`config.mk`:
```
export PLATFORM = sky130hd
export DESIGN_NAME = ibus_rc_frame_decoder_top_flat
export DESIGN_NICKNAME = d
export VERILOG_FILES = /design/src/hw/rtl/ibusrc_pkg.sv /design/src/hw/rtl/ibusrc_if.sv /design/src/hw/rtl/ibus_rc_frame_decoder_top.sv /design/src/hw/rtl/ibusrc_frame_rx.sv /design/src/flat_wrapper.sv
export SDC_FILE = /design/constraint.sdc
export NUM_CORES = 1
export LEC_CHECK = 0
export ABC_CLOCK_PERIOD_IN_PS = 14400
export BUFFER_PORTS_ARGS = -buffer_cell sky130_fd_sc_hd__buf_2
export CORE_MARGIN = 8
export CORE_UTILIZATION = 59
export DETAILED_ROUTE_END_ITERATION = 16
export GPL_TIMING_DRIVEN = 0
export PLACE_DENSITY = 0.76
export SLEW_MARGIN = 20
export SYNTH_ARGS = -nofsm -noshare
export SYNTH_HDL_FRONTEND = slang
export SYNTH_SLANG_ARGS = --single-unit
export TNS_END_PERCENT = 100
```
`constraint.sdc`:
```
create_clock -name clk -period 14.4 [get_ports clk]
set_clock_uncertainty 0.1 [all_clocks]
set_input_delay 1.44 -clock clk [delete_from_list [all_inputs] [get_ports clk]]
set_output_delay 1.44 -clock clk [all_outputs]
set_load 0.02 [all_outputs]
```
`src/hw/rtl/ibusrc_pkg.sv`:
```
// shared constants and types for the rc serial frame decoder
package ibusrc_pkg;

	localparam int FRAME_BYTES = 32;
	localparam int CNT_W       = $clog2(FRAME_BYTES);

	localparam logic [7:0]  HDR0        = 8'h20;
	localparam logic [7:0]  HDR1        = 8'h40;
	localparam logic [15:0] SUM_INIT    = 16'hFFFF;
	localparam logic [15:0] CENTER_RAW  = 16'd1000;
	localparam logic [15:0] FULL_TENTHS = 16'd1000;
	localparam logic [15:0] MS_MAX      = 16'hFFFF;

	localparam logic [CNT_W-1:0] IDX_HDR1 = CNT_W'(1);
	localparam logic [CNT_W-1:0] IDX_DATA = CNT_W'(2);
	localparam logic [CNT_W-1:0] IDX_CHK  = CNT_W'(FRAME_BYTES - 2);
	localparam logic [CNT_W-1:0] IDX_LAST = CNT_W'(FRAME_BYTES - 1);

	localparam logic [1:0] REQ_BYTE = 2'd0;
	localparam logic [1:0] REQ_IDLE = 2'd1;
	localparam logic [1:0] REQ_TICK = 2'd2;

	localparam logic KIND_CHAN = 1'b0;
	localparam logic KIND_LINK = 1'b1;

	localparam logic [1:0] REG_TIMEOUT   = 2'd0;
	localparam logic [1:0] REG_VALID_MIN = 2'd1;
	localparam logic [1:0] REG_VALID_MAX = 2'd2;

	localparam logic [15:0] TIMEOUT_RST   = 16'd100;
	localparam logic [15:0] VALID_MIN_RST = 16'd800;
	localparam logic [15:0] VALID_MAX_RST = 16'd2200;

	typedef struct packed {
		logic        kind;
		logic [3:0]  channel;
		logic [15:0] raw_value;
		logic [9:0]  position_tenths;
		logic        in_range;
		logic        link_ok;
		logic        last;
	} res_t;

endpackage

```
`src/hw/rtl/ibusrc_if.sv`:
```
// handshake channels for requests, results and register writes
interface ibusrc_req_if;
	logic       valid;
	logic       ready;
	logic [1:0] req_type;
	logic [7:0] data_byte;
	modport source (output valid, req_type, data_byte, input ready);
	modport sink (input valid, req_type, data_byte, output ready);
endinterface

interface ibusrc_res_if;
	logic        valid;
	logic        ready;
	logic        kind;
	logic [3:0]  channel;
	logic [15:0] raw_value;
	logic [9:0]  position_tenths;
	logic        in_range;
	logic        link_ok;
	logic        last;
	modport source (output valid, kind, channel, raw_value, position_tenths, in_range,
		link_ok, last, input ready);
	modport sink (input valid, kind, channel, raw_value, position_tenths, in_range,
		link_ok, last, output ready);
endinterface

interface ibusrc_cfg_if;
	logic        valid;
	logic        ready;
	logic [1:0]  index;
	logic [15:0] data;
	modport source (output valid, index, data, input ready);
	modport sink (input valid, index, data, output ready);
endinterface

```
`src/hw/rtl/ibus_rc_frame_decoder_top.sv`:
```
// rc serial frame decoder: framing, channel window/clamp sequencer, link status
// a tick result is registered and shows in the cycle after the tick is taken
// a frame-closing byte with a good header and checksum starts a burst of NUM_CHANNELS results, one per
// cycle while not stalled, through the shared window compare and clamp; no request is taken until the burst has left
// requests are taken only while the result register is free or being drained
// reset: registers to 100/800/2200, positions zero, link unseen, no frame in progress
module ibus_rc_frame_decoder_top #(
	parameter int NUM_CHANNELS = 14
) (
	input  logic                 clk,
	input  logic                 arst_n,
	ibusrc_req_if.sink           req,
	ibusrc_res_if.source         res,
	ibusrc_cfg_if.sink           cfg
);
	import ibusrc_pkg::*;

	localparam int CH_W = (NUM_CHANNELS > 1) ? $clog2(NUM_CHANNELS) : 1;
	localparam logic [CH_W-1:0] CH_LAST = CH_W'(NUM_CHANNELS - 1);

	localparam logic ST_IDLE  = 1'b0;
	localparam logic ST_BURST = 1'b1;

	logic             state_q;
	logic [CH_W-1:0]  ch_q;
	logic [15:0]      timeout_q;
	logic [15:0]      vmin_q;
	logic [15:0]      vmax_q;
	logic             seen_q;
	logic [15:0]      ms_q;
	logic [9:0]       pos_q [NUM_CHANNELS];
	logic             res_valid_q;
	res_t             res_q;

	logic             out_free;
	logic             accept;
	logic             byte_en;
	logic             idle_en;
	logic             tick_en;
	logic             frame_ok;
	logic [15:0]      rd_word;
	logic [15:0]      ms_next;
	logic             burst_go;
	logic             inr;
	logic [16:0]      diff;
	logic [9:0]       pos_new;
	logic [9:0]       pos_out;

	ibusrc_frame_rx #(
		.NUM_CHANNELS(NUM_CHANNELS),
		.CH_W(CH_W)
	) u_frame_rx (
		.clk(clk),
		.arst_n(arst_n),
		.byte_en(byte_en),
		.idle_en(idle_en),
		.data_byte(req.data_byte),
		.rd_idx(ch_q),
		.frame_ok(frame_ok),
		.rd_word(rd_word)
	);

	assign out_free  = !res_valid_q || res.ready;
	assign req.ready = (state_q == ST_IDLE) && out_free;
	assign accept    = req.valid && req.ready;
	assign byte_en   = accept && (req.req_type == REQ_BYTE);
	assign idle_en   = accept && (req.req_type == REQ_IDLE);
	assign tick_en   = accept && (req.req_type == REQ_TICK);
	assign ms_next   = (ms_q == MS_MAX) ? ms_q : ms_q + 16'd1;
	assign burst_go  = (state_q == ST_BURST) && out_free;

	// shared window compare and clamp for the channel in turn
	always_comb begin
		inr  = (rd_word >= vmin_q) && (rd_word <= vmax_q);
		diff = {1'b0, rd_word} - {1'b0, CENTER_RAW};
		if (diff[16]) begin
			pos_new = '0;
		end else if (diff[15:0] > FULL_TENTHS) begin
			pos_new = FULL_TENTHS[9:0];
		end else begin
			pos_new = diff[9:0];
		end
		pos_out = inr ? pos_new : pos_q[ch_q];
	end

	assign cfg.ready = 1'b1;

	always_ff @(posedge clk or negedge arst_n) begin
		if (!arst_n) begin
			timeout_q <= TIMEOUT_RST;
			vmin_q    <= VALID_MIN_RST;
			vmax_q    <= VALID_MAX_RST;
		end else if (cfg.valid) begin
			unique case (cfg.index)
				REG_TIMEOUT:   timeout_q <= cfg.data;
				REG_VALID_MIN: vmin_q    <= cfg.data;
				REG_VALID_MAX: vmax_q    <= cfg.data;
				default: ;
			endcase
		end
	end

	always_ff @(posedge clk or negedge arst_n) begin
		if (!arst_n) begin
			state_q <= ST_IDLE;
			ch_q    <= '0;
			seen_q  <= 1'b0;
			ms_q    <= '0;
			for (int i = 0; i < NUM_CHANNELS; i++) begin
				pos_q[i] <= '0;
			end
		end else begin
			if (tick_en) begin
				ms_q <= ms_next;
			end
			if (frame_ok) begin
				seen_q  <= 1'b1;
				ms_q    <= '0;
				ch_q    <= '0;
				state_q <= ST_BURST;
			end
			if (burst_go) begin
				if (inr) begin
					pos_q[ch_q] <= pos_new;
				end
				if (ch_q == CH_LAST) begin
					state_q <= ST_IDLE;
				end else begin
					ch_q <= ch_q + CH_W'(1);
				end
			end
		end
	end

	always_ff @(posedge clk or negedge arst_n) begin
		if (!arst_n) begin
			res_valid_q <= 1'b0;
		end else if (tick_en || burst_go) begin
			res_valid_q <= 1'b1;
		end else if (res.ready) begin
			res_valid_q <= 1'b0;
		end
	end

	always_ff @(posedge clk) begin
		if (tick_en) begin
			res_q.kind            <= KIND_LINK;
			res_q.channel         <= '0;
			res_q.raw_value       <= '0;
			res_q.position_tenths <= '0;
			res_q.in_range        <= 1'b0;
			res_q.link_ok         <= seen_q && (ms_next < timeout_q);
			res_q.last            <= 1'b1;
		end else if (burst_go) begin
			res_q.kind            <= KIND_CHAN;
			res_q.channel         <= 4'(ch_q);
			res_q.raw_value       <= rd_word;
			res_q.position_tenths <= pos_out;
			res_q.in_range        <= inr;
			res_q.link_ok         <= seen_q && (ms_q < timeout_q);
			res_q.last            <= (ch_q == CH_LAST);
		end
	end

	assign res.valid           = res_valid_q;
	assign res.kind            = res_q.kind;
	assign res.channel         = res_q.channel;
	assign res.raw_value       = res_q.raw_value;
	assign res.position_tenths = res_q.position_tenths;
	assign res.in_range        = res_q.in_range;
	assign res.link_ok         = res_q.link_ok;
	assign res.last            = res_q.last;

endmodule

```
`src/hw/rtl/ibusrc_frame_rx.sv`:
```
// byte framing: header check, checksum, channel word staging
module ibusrc_frame_rx #(
	parameter int NUM_CHANNELS = 14,
	parameter int CH_W = (NUM_CHANNELS > 1) ? $clog2(NUM_CHANNELS) : 1
) (
	input  logic                  clk,
	input  logic                  arst_n,
	input  logic                  byte_en,
	input  logic                  idle_en,
	input  logic [7:0]            data_byte,
	input  logic [CH_W-1:0]       rd_idx,
	output logic                  frame_ok,
	output logic [15:0]           rd_word
);
	import ibusrc_pkg::*;

	logic [CNT_W-1:0] cnt_q;
	logic [15:0]      sum_q;
	logic             hdr_q;
	logic [7:0]       lo_q;
	logic [15:0]      stage_q [NUM_CHANNELS];
	logic [3:0]       word_idx;
	logic             in_data;
	logic             stage_we;

	assign in_data  = (cnt_q >= IDX_DATA) && (cnt_q < IDX_CHK);
	assign word_idx = cnt_q[4:1] - 4'd1;
	assign stage_we = byte_en && in_data && cnt_q[0] && (word_idx < 4'(NUM_CHANNELS));
	assign frame_ok = byte_en && (cnt_q == IDX_LAST) && hdr_q && ({data_byte, lo_q} == sum_q);
	assign rd_word  = stage_q[rd_idx];

	always_ff @(posedge clk or negedge arst_n) begin
		if (!arst_n) begin
			cnt_q <= '0;
			sum_q <= SUM_INIT;
			hdr_q <= 1'b0;
		end else if (idle_en) begin
			cnt_q <= '0;
			sum_q <= SUM_INIT;
			hdr_q <= 1'b0;
		end else if (byte_en) begin
			if (cnt_q == IDX_LAST) begin
				cnt_q <= '0;
				sum_q <= SUM_INIT;
				hdr_q <= 1'b0;
			end else begin
				cnt_q <= cnt_q + CNT_W'(1);
				if (cnt_q == '0) begin
					hdr_q <= (data_byte == HDR0);
				end else if (cnt_q == IDX_HDR1) begin
					hdr_q <= hdr_q && (data_byte == HDR1);
				end
				// checksum covers everything before the check word
				if (cnt_q < IDX_CHK) begin
					sum_q <= sum_q - {8'd0, data_byte};
				end
			end
		end
	end

	always_ff @(posedge clk) begin
		if (byte_en && (cnt_q >= IDX_DATA) && (cnt_q <= IDX_CHK) && !cnt_q[0]) begin
			lo_q <= data_byte;
		end
		if (stage_we) begin
			stage_q[word_idx[CH_W-1:0]] <= {data_byte, lo_q};
		end
	end

endmodule
```
`src/flat_wrapper.sv`:
```
// flat-port wrapper written by rule: the top's interface ports become plain ports
module ibus_rc_frame_decoder_top_flat import ibusrc_pkg::*;
#(
	parameter int NUM_CHANNELS = 14
)
  (clk, arst_n, req_valid, req_req_type, req_data_byte, req_ready, res_valid, res_kind, res_channel, res_raw_value, res_position_tenths, res_in_range, res_link_ok, res_last, res_ready, cfg_valid, cfg_index, cfg_data, cfg_ready);
  ibusrc_req_if req_i ();
  ibusrc_res_if res_i ();
  ibusrc_cfg_if cfg_i ();
  input  logic clk;
  input  logic arst_n;
  input wire logic [$bits(req_i.valid)-1:0] req_valid;
  input wire logic [$bits(req_i.req_type)-1:0] req_req_type;
  input wire logic [$bits(req_i.data_byte)-1:0] req_data_byte;
  output wire logic [$bits(req_i.ready)-1:0] req_ready;
  output wire logic [$bits(res_i.valid)-1:0] res_valid;
  output wire logic [$bits(res_i.kind)-1:0] res_kind;
  output wire logic [$bits(res_i.channel)-1:0] res_channel;
  output wire logic [$bits(res_i.raw_value)-1:0] res_raw_value;
  output wire logic [$bits(res_i.position_tenths)-1:0] res_position_tenths;
  output wire logic [$bits(res_i.in_range)-1:0] res_in_range;
  output wire logic [$bits(res_i.link_ok)-1:0] res_link_ok;
  output wire logic [$bits(res_i.last)-1:0] res_last;
  input wire logic [$bits(res_i.ready)-1:0] res_ready;
  input wire logic [$bits(cfg_i.valid)-1:0] cfg_valid;
  input wire logic [$bits(cfg_i.index)-1:0] cfg_index;
  input wire logic [$bits(cfg_i.data)-1:0] cfg_data;
  output wire logic [$bits(cfg_i.ready)-1:0] cfg_ready;
  assign req_i.valid = req_valid;
  assign req_i.req_type = req_req_type;
  assign req_i.data_byte = req_data_byte;
  assign req_ready = req_i.ready;
  assign res_valid = res_i.valid;
  assign res_kind = res_i.kind;
  assign res_channel = res_i.channel;
  assign res_raw_value = res_i.raw_value;
  assign res_position_tenths = res_i.position_tenths;
  assign res_in_range = res_i.in_range;
  assign res_link_ok = res_i.link_ok;
  assign res_last = res_i.last;
  assign res_i.ready = res_ready;
  assign cfg_i.valid = cfg_valid;
  assign cfg_i.index = cfg_index;
  assign cfg_i.data = cfg_data;
  assign cfg_ready = cfg_i.ready;
  ibus_rc_frame_decoder_top #(.NUM_CHANNELS(NUM_CHANNELS)) u_core (.clk(clk), .arst_n(arst_n), .req(req_i), .res(res_i), .cfg(cfg_i));
endmodule
```
==> results of run 1 <==
## area by class of cell
type	count	share of cell area (%)
Tap cell	518	2.471
Clock buffer	66	5.157
Buffer	96	1.789
Sequential cell	499	51.55
Timing Repair Buffer	84	2.123
Inverter	78	1.116
Multi-Input combinational cell	1130	34.65
Clock inverter	27	1.145
## worst max-delay path, delay by kind of cell, from the launching register on
| kind | cells | cell delay (ns) |
|---|---|---|
| flip-flops | 1 | 0.37 |
| AND/OR/NAND/NOR | 3 | 0.60 |
| adder cells (fa/ha/maj) | 1 | 0.24 |
| AO/OA/AOI/OAI | 4 | 1.56 |
| multiplexers | 2 | 0.91 |
| buffers and inverters | 7 | 2.67 |
## kinds of logic after synthesis
group / count (synthesis)
flip-flops: 499
AND/OR/NAND/NOR: 430
AO/OA/AOI/OAI: 309
multiplexers: 264
buffers and inverters: 174
adder cells (fa/ha/maj): 86
XOR/XNOR: 40
other: 1
## layer usage
| layer | vias to the layer above | track usage (%) | wire length (um) |
|---|---|---|---|
| met5 | - | 0 | 0 |
| met1 | 7786 | 32.81 | 23140 |
| li1 | 6966 | - | - |
| met2 | 616 | 42.61 | 29190 |
| met4 | 0 | 10.37 | 2312 |
| met3 | 143 | 3.834 | 4063 |
## path summary, 6_finish.rpt
kind                                       end            start  cells past startpoint  slack, ns
min                            u_core.res.kind  u_core.res.kind                      2       0.34
max in group asynchronous  u_core.timeout_q[6]           arst_n                      2      12.65
max reg2reg                   u_core.pos_q[28]   u_core.ch_q[0]                     17       7.77
min reg2reg                    u_core.res.kind  u_core.res.kind                      2       0.34
max                           u_core.pos_q[28]   u_core.ch_q[0]                     17       7.77
min in group asynchronous     u_core.pos_q[99]           arst_n                      1       0.69
## flip-flops by register name (all words and copies together) (netlist names)
signal                      cells
u_core.ch_q                     4
u_core.ms_q                    16
u_core.pos_q                  140
u_core.res.channel              4
u_core.res.in_range             1
u_core.res.kind                 1
u_core.res.last                 1
u_core.res.link_ok              1
u_core.res.position_tenths     10
u_core.res.raw_value           16
u_core.res.valid                1
u_core.seen_q                   1
u_core.state_q                  1
u_core.timeout_q               16
u_core.u_frame_rx.cnt_q         5
u_core.u_frame_rx.hdr_q         1
u_core.u_frame_rx.lo_q          8
u_core.u_frame_rx.stage_q     224
u_core.u_frame_rx.sum_q        16
u_core.vmax_q                  16
u_core.vmin_q                  16
## power groups by stage
stage | Sequential [mW] | Combinational (mW) | Clock (mW)
finish | 1.58 | 0.267 | 1.32
floorplan | 1.60 | 0.181 | 0
global placement | 1.61 | 0.243 | 0
detailed placement | 1.61 | 0.263 | 0
CTS | 1.58 | 0.267 | 1.34
global route | 1.59 | 0.303 | 1.39
## cell usage in the layout (no fill, tap or decap), types with 11 or more instances in the layout
cell       netlist  layout
nor3_1          14      14
a211oi_1        11      11
nor2_1          67      54
a21o_1          16      16
dfxtp_1         33      33
nand2_1        191     191
mux4_2          46      46
dfrtp_1        207     207
a22oi_1         15      15
buf_2           18      86
nand2b_1        12      12
dfstp_2         26      26
xnor2_1         18      18
inv_1           77      77
clkbuf_16        0      51
xor2_1          22      22
o31ai_1         26      26
a21oi_1         44      44
mux2i_1         47      47
clkbuf_1        54      67
nand3_1         38      38
edfxtp_1       233     233
nand4_1         31      31
mux2_2         166     166
o21ai_0        107     107
buf_6            9      16
ha_1            85      85
==> impl_metrics.py, run 1 <==
metrics = {
    "sta": {
        "fmax_ghz": 0.1508,
        "tightest_slew_ns": 0.9414,
        "finalSetupTns_ns": 0,
        "setup_viol": 0,
        "rsz0062_at_grt": "no",
        "post-route-period-util_pct": 46.04,
        "hold_viol": 0,
        "setup_slack_ns": 7.771,
        "period_minus_slack_ns": 6.629,
        "finalMaxSlewViolations": 0,
        "worst_hold_slack_ns": 0.3448,
        "slew_headroom_pct": 37.24,
    },
    "clocking": {
        "ctsResizeCount": 0,
        "post_cts_buffers": 0,
        "cts_root_buffer": "clkbuf_16",
        "cts_max_level": 2,
        "cts_sinks": 499,
        "insertion_delay_ns": 0.60,
        "cts_hold_buf": 0,
        "cts.clk_slew.worst_paths_ns": 0.06,
        "cts_tree": "done",
        "clockBufferDepth": 3,
        "cts_buffers": 50,
    },
    "power": {
        "p_total_mw": 3.171,
        "power_switching_mw": 0.7481,
        "pwr-share-seq_pct": 49.9,
        "leakage_nw": 11.00,
        "power.internal_mw": 2.423,
        "p_clk_share_pct": 41.7,
        "p_sw_share_pct": 23.59,
        "power_frac_comb_pct": 8.4,
        "vdd_drop_max_mv": 0.1552,
        "powerDensity_nw_per_um2": 120.9,
    },
    "cells_and_area": {
        "drive_gt1_share_pct": 23.79,
        "stdcell_area_sq_um": 26230,
        "diodes": 0,
        "fin_cells": 2498,
        "multiInputGateArea_sq_um": 9087,
        "area_growth_pct": 12.59,
        "seqCellArea_sq_um": 13520,
        "fin_util_pct": 67.55,
        "fill_cells": 2751,
        "fin_nets": 2058,
    },
    "place": {
        "routabilityCongestion": 0.9004,
        "dp_hpwl_um": 40830,
        "dpl.cell_count": 2405,
        "place_ws_ns": 7.882,
        "portBuffers": 68,
        "place_area_sq_um": 24570,
    },
    "routing": {
        "viasPerCell": 6.209,
        "drc": 0,
        "drt-initial-drc-count": 1416,
        "first_pass_iters": 6,
        "ant_nets": 0,
        "totalWireLength_um": 58710,
        "num_vias": 15510,
        "post_drt_wl_per_cell_um": 23.50,
    },
    "yosys": {
        "synthArstFlopShare_pct": 46.69,
        "avgSynthCellArea_sq_um": 12.92,
        "synth_fa_ha_area_share_pct": 4.651,
        "ys.flop_type": "edfxtp_1",
        "synth_simple_gate_area_share_pct": 8.862,
        "synth_edf_count": 233,
        "synth_area_leaders": "edfxtp_1 30%, dfrtp_1 22%, mux2_2 8.0%, ha_1 4.6%, mux4_2 4.4%",
        "synth.distinct_cells": 79,
        "yosysWarnings": 0,
        "synth-seq-area-share_pct": 58.04,
        "synth_top_area_share_pct": 30.04,
        "synthCells": 1803,
        "ys_ff_latch": 499,
        "synth-xor-area-share_pct": 1.504,
        "synth_most_common_cell": "edfxtp_1",
        "synth_fp_nets": 1922,
        "synth_compound_area_share_pct": 8.857,
        "synth.area.mux_share_pct": 14.80,
        "synth_top_family_by_area": "multiplexers",
        "netlist_area_sq_um": 23290,
        "synth.cells.most_frequent": "233 x edfxtp_1, 207 x dfrtp_1, 191 x nand2_1, 166 x mux2_2, 107 x o21ai_0",
        "synth_largest_area_cell": "edfxtp_1",
    },
    "worst_setup_path": {
        "max_stage_delay_ns": 0.69,
        "start_kind": "flop",
        "crit_type": "flop to flop",
        "cp.arrival_ns": 7.01,
        "path_max_fanout": 11,
        "cp_slowest_cell": "a22oi_1",
        "path_cells": "buf_2, buf_4, buf_2, buf_2, mux4_2, o21ai_1, clkbuf_1, ha_1, nand2b_1, nand3_1, a21oi_1, o21ai_0, a22oi_1, clkbuf_1, nand4_1, clkbuf_1, mux2_2",
        "cp-end-kind": "flop",
        "critPathRequiredTime_ns": 14.78,
    },
    "hold_path": {
        "hp-class": "flop to flop",
    },
    "status": {
        "outcome": "finished clean",
    },
    "die": {
        "chipHeight_um": 214.7,
        "start_util_pct": 60.00,
        "core_sq_um": 38830,
        "ioPinCount": 70,
        "die_area_sq_um": 46100,
        "rows": 72,
        "fp.dieW_um": 214.7,
    },
    "global_route": {
        "grt_pass1_wl_um": 92240,
        "grt_max_degree": 87,
        "antenna_found_initial": 0,
        "overflow": 0,
        "track_usage_pct": 25.36,
        "grt_pass1_vias": 16140,
    },
    "run": {
        "cap_violations": 0,
    },
}
Power figures use the tool's default switching activity.
==> run 2, diff against run 1 <==
Settings changed: ABC_AREA set to 1, ABC_CLOCK_PERIOD_IN_PS 14400 to 6400.
Clock period 14.4 ns to 6.4 ns, I/O delays scaled along.
==> run 2 against run 1 <==
First-iteration DRC count increased by 60%. Clock-buffer cell count fell by 3. Non-clock buffer count rose by 28. Area after synthesis increased by 2.0%. Critical path type unchanged. Highest routed layer unchanged.
==> impl_metrics.py, run 2 <==
metrics = {
    "yosys": {
        "ys.flop_type": "edfxtp_1",
        "netlist_area_sq_um": 23750,
        "synth.cells.most_frequent": "644 x nand2_1, 268 x nor2_1, 253 x o21ai_0, 246 x inv_1, 233 x edfxtp_1",
        "synth_most_common_cell": "nand2_1",
        "synth.distinct_cells": 59,
        "synth-seq-area-share_pct": 56.92,
        "synthArstFlopShare_pct": 46.69,
        "synth_top_area_share_pct": 29.46,
        "synth_area_leaders": "edfxtp_1 29%, dfrtp_1 22%, nand2_1 10%, o21ai_0 5.3%, ha_1 4.5%",
        "ys_ff_latch": 499,
        "yosysWarnings": 0,
        "synthCells": 2625,
        "synth_fp_nets": 2744,
        "synth_largest_area_cell": "edfxtp_1",
        "synth_edf_count": 233,
        "avgSynthCellArea_sq_um": 9.049,
    },
    "routing": {
        "drt-initial-drc-count": 2260,
        "first_pass_iters": 6,
        "viasPerCell": 5.876,
        "post_drt_wl_per_cell_um": 19.85,
        "num_vias": 19560,
        "drc": 0,
        "totalWireLength_um": 66090,
        "ant_nets": 0,
    },
    "clocking": {
        "cts_buffers": 52,
        "cts_tree": "done",
        "clockBufferDepth": 3,
        "ctsResizeCount": 0,
        "cts_root_buffer": "clkbuf_16",
        "cts.clk_slew.worst_paths_ns": 0.06,
        "cts_sinks": 499,
        "insertion_delay_ns": 0.61,
        "cts_max_level": 2,
    },
    "global_route": {
        "grt_pass1_wl_um": 103100,
        "grt_max_degree": 96,
        "track_usage_pct": 27.70,
        "overflow": 0,
        "antenna_found_initial": 1,
        "grt_pass1_vias": 19170,
    },
    "power": {
        "power.internal_mw": 7.340,
        "p_sw_share_pct": 42.86,
        "power_switching_mw": 5.504,
        "pwr-share-seq_pct": 32.5,
        "p_total_mw": 12.84,
        "leakage_nw": 11.93,
        "powerDensity_nw_per_um2": 479.3,
        "p_clk_share_pct": 24.4,
        "vdd_drop_max_mv": 0.3134,
        "power_frac_comb_pct": 43.1,
    },
    "status": {
        "outcome": "finished clean",
    },
    "cells_and_area": {
        "largest_reg_flops": 224,
        "drive_gt1_share_pct": 10.81,
        "fill_cells": 3070,
        "multiInputGateArea_sq_um": 8697,
        "area_growth_pct": 12.81,
        "final_common_cell": "nand2_1",
        "seqCellArea_sq_um": 13520,
        "layout_common_cells": "644 x nand2_1, 257 x nor2_1, 253 x o21ai_0, 246 x inv_1, 233 x edfxtp_1",
        "fin_nets": 2879,
        "fin_cells": 3329,
    },
    "worst_setup_path": {
        "path_cells": "buf_2, buf_2, buf_2, nor2_1, o21ai_1, o21ai_0, nand2_1, nand4_1, ha_1, a21oi_1, o21a_1, o221ai_1, nand2_1, o2111ai_1, nand2_1, nand2_1, nor2_1, clkbuf_1, inv_1, nor2_1, nand2_1, clkbuf_1, nand2_1, o21ai_0",
        "timing.rr.start": "u_core.ch_q[1]",
        "crit_start": "u_core.ch_q[1]",
        "max_stage_delay_ns": 0.53,
        "path_max_fanout": 10,
        "cp_slowest_cell": "ha_1",
        "crit_type": "flop to flop",
        "cp.arrival_ns": 5.80,
        "ff2ff_path_depth": 24,
        "worst-r2r-setup-slack_ns": 0.95,
        "cp-end-kind": "flop",
        "critPathRequiredTime_ns": 6.75,
        "reg2reg_to": "u_core.pos_q[19]",
        "start_kind": "flop",
        "path_common_cell": "nand2_1",
    },
    "sta": {
        "tightest_slew_ns": 0.8054,
        "rsz0062_at_grt": "no",
        "hold_viol": 0,
        "post-route-period-util_pct": 85.09,
        "period_minus_slack_ns": 5.446,
        "slew_headroom_pct": 46.18,
        "setup_viol": 0,
        "fmax_ghz": 0.1836,
        "worst_hold_slack_ns": 0.2376,
        "finalMaxSlewViolations": 0,
    },
    "die": {
        "start_util_pct": 59.78,
        "die_area_sq_um": 46940,
        "fp.dieW_um": 216.6,
        "chipHeight_um": 216.6,
        "rows": 73,
        "ioPinCount": 70,
        "core_sq_um": 39730,
    },
    "place": {
        "routabilityCongestion": 0.9100,
        "dp_hpwl_um": 46710,
        "portBuffers": 68,
        "dpl.cell_count": 3230,
    },
    "hold_path": {
        "worstHoldStart": "cfg_data[2]",
        "min_to": "u_core.timeout_q[2]",
        "hp-class": "primary input to flop",
        "hold_depth": 3,
    },
    "run": {
        "cap_violations": 0,
    },
}
-- run 2: worst max-delay path by stage --
stage                                            endpoint  slack (ns)  cells after the start
after floorplan           u_core.u_frame_rx.stage_q[3][0]        2.19                     12
after global placement    u_core.u_frame_rx.stage_q[3][5]       -0.16                     13
after detailed placement                 u_core.pos_q[11]        1.33                     24
after CTS                                u_core.pos_q[19]        1.20                     24
after global routing                     u_core.pos_q[19]        0.83                     24
final                                    u_core.pos_q[19]        0.95                     24
-- run 2: power groups by stage --
stage / Clock, mW / Sequential, mW / Combinational [mW]
floorplan: 0 / 4.22 / 3.59
global placement: 0 / 4.20 / 5.17
detailed placement: 0 / 4.21 / 5.40
CTS: 3.16 / 4.16 / 5.44
global route: 3.28 / 4.22 / 6.10
finish: 3.14 / 4.18 / 5.53
-- run 2: stage by stage --
step | setup slack, ns | utilization (%) | instance area (sq um) | TNS [ns]
after global routing | 0.8307 | 67.44 | 26790 | 0
after detailed placement | 1.325 | 62.91 | 25000 | 0
final | 0.9540 | 67.44 | 26800 | 0
after floorplan | 2.188 | - | 23750 | 0
after CTS | 1.197 | 67.44 | 26790 | 0
after global placement | -0.1637 | 62.29 | 24750 | -2.588
-- run 2: critical path, delay by kind of cell (launching register included) --
kind / cells / cell delay [ns]
buffers and inverters: 6 / 1.66
and+or+nand+nor: 10 / 1.77
AOI/OAI and AO/OA: 7 / 0.84
adders and majority gates: 1 / 0.53
DFF: 1 / 0.38
-- run 2: cell type report --
type / instances / share of cell area (%)
Sequential cell: 499 / 50.46
Multi-Input combinational cell: 1736 / 32.46
Clock buffer: 63 / 5.318
Inverter: 263 / 3.703
Tap cell: 525 / 2.451
Buffer: 127 / 2.339
Timing Repair Buffer: 81 / 1.914
Clock inverter: 34 / 1.349
Antenna cell: 1 / 0.009339
-- run 2: cell families after synthesis --
logic type | count (synthesis) | share of synthesized area [%]
xor+xnor | 18 | 0.6637
compound gates | 533 | 12.09
other cells | 1 | 0.01579
flops | 499 | 56.92
buf+inv | 390 | 6.816
simple gates | 1096 | 18.85
fa+ha+maj | 86 | 4.562
mux | 2 | 0.08428
-- run 2: routing by layer --
| metal | GRT usage (%) | part of all wire [%] | up-vias |
|---|---|---|---|
| met5 | 0 | 0 | - |
| met4 | 11.59 | 3.3 | 0 |
| met3 | 5.056 | 9.9 | 151 |
| li1 | - | - | 9040 |
| met1 | 37.11 | 40 | 9387 |
| met2 | 44.19 | 47 | 984 |
-- run 2: repair_timing --
item / in CTS / in global routing
buffers inserted: 0 / 0
hold buffers: 1 / 0
hold endpoints to repair: 54 / 0
==> run 3, diff against run 2 <==
Settings changed: SYNTH_HIERARCHICAL set to 1.
==> run 3 against run 2 <==
First-iteration DRC count rose by 3.5%. Clock-buffer cell count grew 5. Worst hold slack improved by 0.013 ns. Largest power group unchanged. Global-route usage increased by 0.087 points. Largest cell class unchanged.
==> impl_metrics.py, run 3 <==
metrics = {
    "worst_setup_path": {
        "max_stage_delay_ns": 0.63,
        "ff2ff_path_depth": 23,
        "crit_type": "flop to flop",
        "critPathRequiredTime_ns": 6.76,
        "path_cells": "inv_2, clkbuf_1, nor2_1, nor2_1, o21ai_0, o211ai_1, nand3_1, nand2_1, ha_1, nand2_1, inv_1, nand3_1, inv_1, a21oi_1, nand2_1, nand2_1, nand2_1, nor2_2, buf_4, nand2_1, clkbuf_1, nand2_1, o21ai_0",
        "cp_slowest_cell": "clkbuf_1",
        "reg2reg_to": "u_core/pos_q[13]",
        "start_kind": "flop",
        "path_max_fanout": 10,
        "worst-r2r-setup-slack_ns": 1.68,
        "cp.arrival_ns": 5.08,
        "path_common_cell": "nand2_1",
        "timing.rr.start": "u_core/ch_q[0]",
        "cp-end-kind": "flop",
    },
    "yosys": {
        "synth-seq-area-share_pct": 57.16,
        "synthCells": 2576,
        "synth_largest_area_cell": "edfxtp_1",
        "yosysWarnings": 6,
        "synth_edf_count": 233,
        "synth_fp_nets": 2696,
        "synth.cells.most_frequent": "549 x nand2_1, 372 x o21ai_0, 281 x nor2_1, 233 x edfxtp_1, 229 x inv_1",
        "synth_top_area_share_pct": 29.58,
        "ys.flop_type": "edfxtp_1",
        "synthArstFlopShare_pct": 46.69,
        "netlist_area_sq_um": 23650,
        "synth.distinct_cells": 53,
        "synth_area_leaders": "edfxtp_1 30%, dfrtp_1 22%, nand2_1 8.7%, o21ai_0 7.9%, ha_1 4.5%",
        "synth_most_common_cell": "nand2_1",
        "ys_ff_latch": 499,
        "avgSynthCellArea_sq_um": 9.182,
    },
    "routing": {
        "totalWireLength_um": 66340,
        "num_vias": 19420,
        "viasPerCell": 5.943,
        "drt-initial-drc-count": 2340,
        "drc": 0,
        "first_pass_iters": 6,
        "post_drt_wl_per_cell_um": 20.30,
        "ant_nets": 0,
    },
    "sta": {
        "finalMaxSlewViolations": 0,
        "slew_headroom_pct": 27.75,
        "hold_viol": 0,
        "fmax_ghz": 0.2118,
        "worst_hold_slack_ns": 0.2510,
        "post-route-period-util_pct": 73.76,
        "rsz0062_at_grt": "no",
        "setup_viol": 0,
        "period_minus_slack_ns": 4.720,
        "finalSetupTns_ns": 0,
        "tightest_slew_ns": 1.083,
    },
    "cells_and_area": {
        "layout_common_cells": "549 x nand2_1, 372 x o21ai_0, 277 x nor2_1, 233 x edfxtp_1, 229 x inv_1",
        "largest_reg_flops": 224,
        "multiInputGateArea_sq_um": 8688,
        "seqCellArea_sq_um": 13520,
        "stdcell_area_sq_um": 26440,
        "diodes": 0,
        "area_growth_pct": 11.80,
        "drive_gt1_share_pct": 9.770,
        "fin_nets": 2822,
        "fin_cells": 3268,
        "fill_cells": 3152,
        "final_common_cell": "nand2_1",
    },
    "global_route": {
        "grt_pass1_wl_um": 102800,
        "grt_max_degree": 101,
        "overflow": 0,
        "grt_pass1_vias": 18940,
        "antenna_found_initial": 0,
        "track_usage_pct": 27.79,
    },
    "place": {
        "dp_hpwl_um": 45510,
        "portBuffers": 68,
        "dpl.cell_count": 3174,
        "routabilityCongestion": 0.9371,
        "place_area_sq_um": 24780,
    },
    "clocking": {
        "cts_root_buffer": "clkbuf_16",
        "clockBufferDepth": 3,
        "cts_buffers": 50,
        "cts_sinks": 499,
        "cts_tree": "done",
        "cts_max_level": 2,
        "post_cts_buffers": 0,
        "insertion_delay_ns": 0.61,
        "cts_hold_buf": 1,
        "cts.clk_slew.worst_paths_ns": 0.06,
        "ctsResizeCount": 0,
    },
    "hold_path": {
        "hp-class": "primary input to flop",
        "min_to": "u_core/vmin_q[9]",
        "hold_depth": 3,
        "worstHoldStart": "cfg_data[9]",
    },
    "die": {
        "start_util_pct": 59.67,
        "fp.dieW_um": 216.2,
        "rows": 73,
        "core_sq_um": 39640,
        "chipHeight_um": 216.2,
        "ioPinCount": 70,
        "die_area_sq_um": 46750,
    },
    "status": {
        "outcome": "finished clean",
    },
    "run": {
        "cap_violations": 0,
    },
    "power": {
        "leakage_nw": 11.44,
        "powerDensity_nw_per_um2": 484.2,
        "vdd_drop_max_mv": 0.3100,
    },
}
-- run 3: kinds of logic after synthesis --
kind of cell | share of synthesized area [%]
flops | 57.16
compound gates | 14.29
other cells | 0.01585
buf+inv | 6.168
simple gates | 16.87
xor+xnor | 0.8517
fa+ha+maj | 4.634
-- run 3: worst max-delay path by stage --
stage,depth (start not counted),end,from,slack [ns]
final,23,u_core/pos_q[13],u_core/ch_q[0],1.68
after floorplan,21,u_core/pos_q[80],u_core/ch_q[2],3.29
after CTS,23,u_core/pos_q[13],u_core/ch_q[0],1.83
after detailed placement,23,u_core/pos_q[18],u_core/ch_q[0],1.87
after global routing,21,u_core/pos_q[10],u_core/ch_q[0],1.33
after global placement,1,u_core/u_frame_rx/cnt_q[3],arst_n,0.51
-- run 3: area by class of cell --
cell class | count | share of cell area, %
buffer | 131 | 2.110
clock inverter | 25 | 1.050
tap | 525 | 2.484
timing repair buffer | 74 | 1.741
sequential | 499 | 51.13
inverter | 240 | 3.407
clock buffer | 68 | 5.219
multi-input combinational | 1706 | 32.86
-- run 3: metal layers --
| layer | share of wire (%) | global-route usage (%) | routed length (um) | vias up |
|---|---|---|---|---|
| li1 | - | - | - | 8914 |
| met1 | 40 | 36.85 | 26700 | 9325 |
| met2 | 46 | 43.93 | 30330 | 993 |
| met3 | 9.9 | 6.031 | 6578 | 189 |
| met4 | 4.1 | 11.90 | 2728 | 0 |
| met5 | 0 | 0 | 0 | - |
-- run 3: stage by stage --
stage          util [%]  worst slack, ns  power (mW)
2_1_floorplan         -            3.291       7.921
3_3_place_gp      62.18           0.5140       9.502
3_5_place_dp      62.50            1.869       9.719
4_1_cts           66.71            1.831       12.71
5_1_grt           66.71            1.331       13.58
6_report          66.71            1.680       12.80
-- run 3: power by group --
| group | switching [mW] | internal (mW) |
|---|---|---|
| combinational | 3.81 | 1.68 |
| clock | 1.26 | 1.68 |
| sequential | 0.433 | 3.93 |
-- run 3: critical path, delay by kind of cell, from the launching register on --
| kind | cells | cell delay, ns |
|---|---|---|
| AND/OR/NAND/NOR | 12 | 1.54 |
| buffers and inverters | 6 | 1.44 |
| AO/OA/AOI/OAI | 4 | 0.66 |
| flip-flops | 1 | 0.53 |
| adder cells (fa/ha/maj) | 1 | 0.30 |
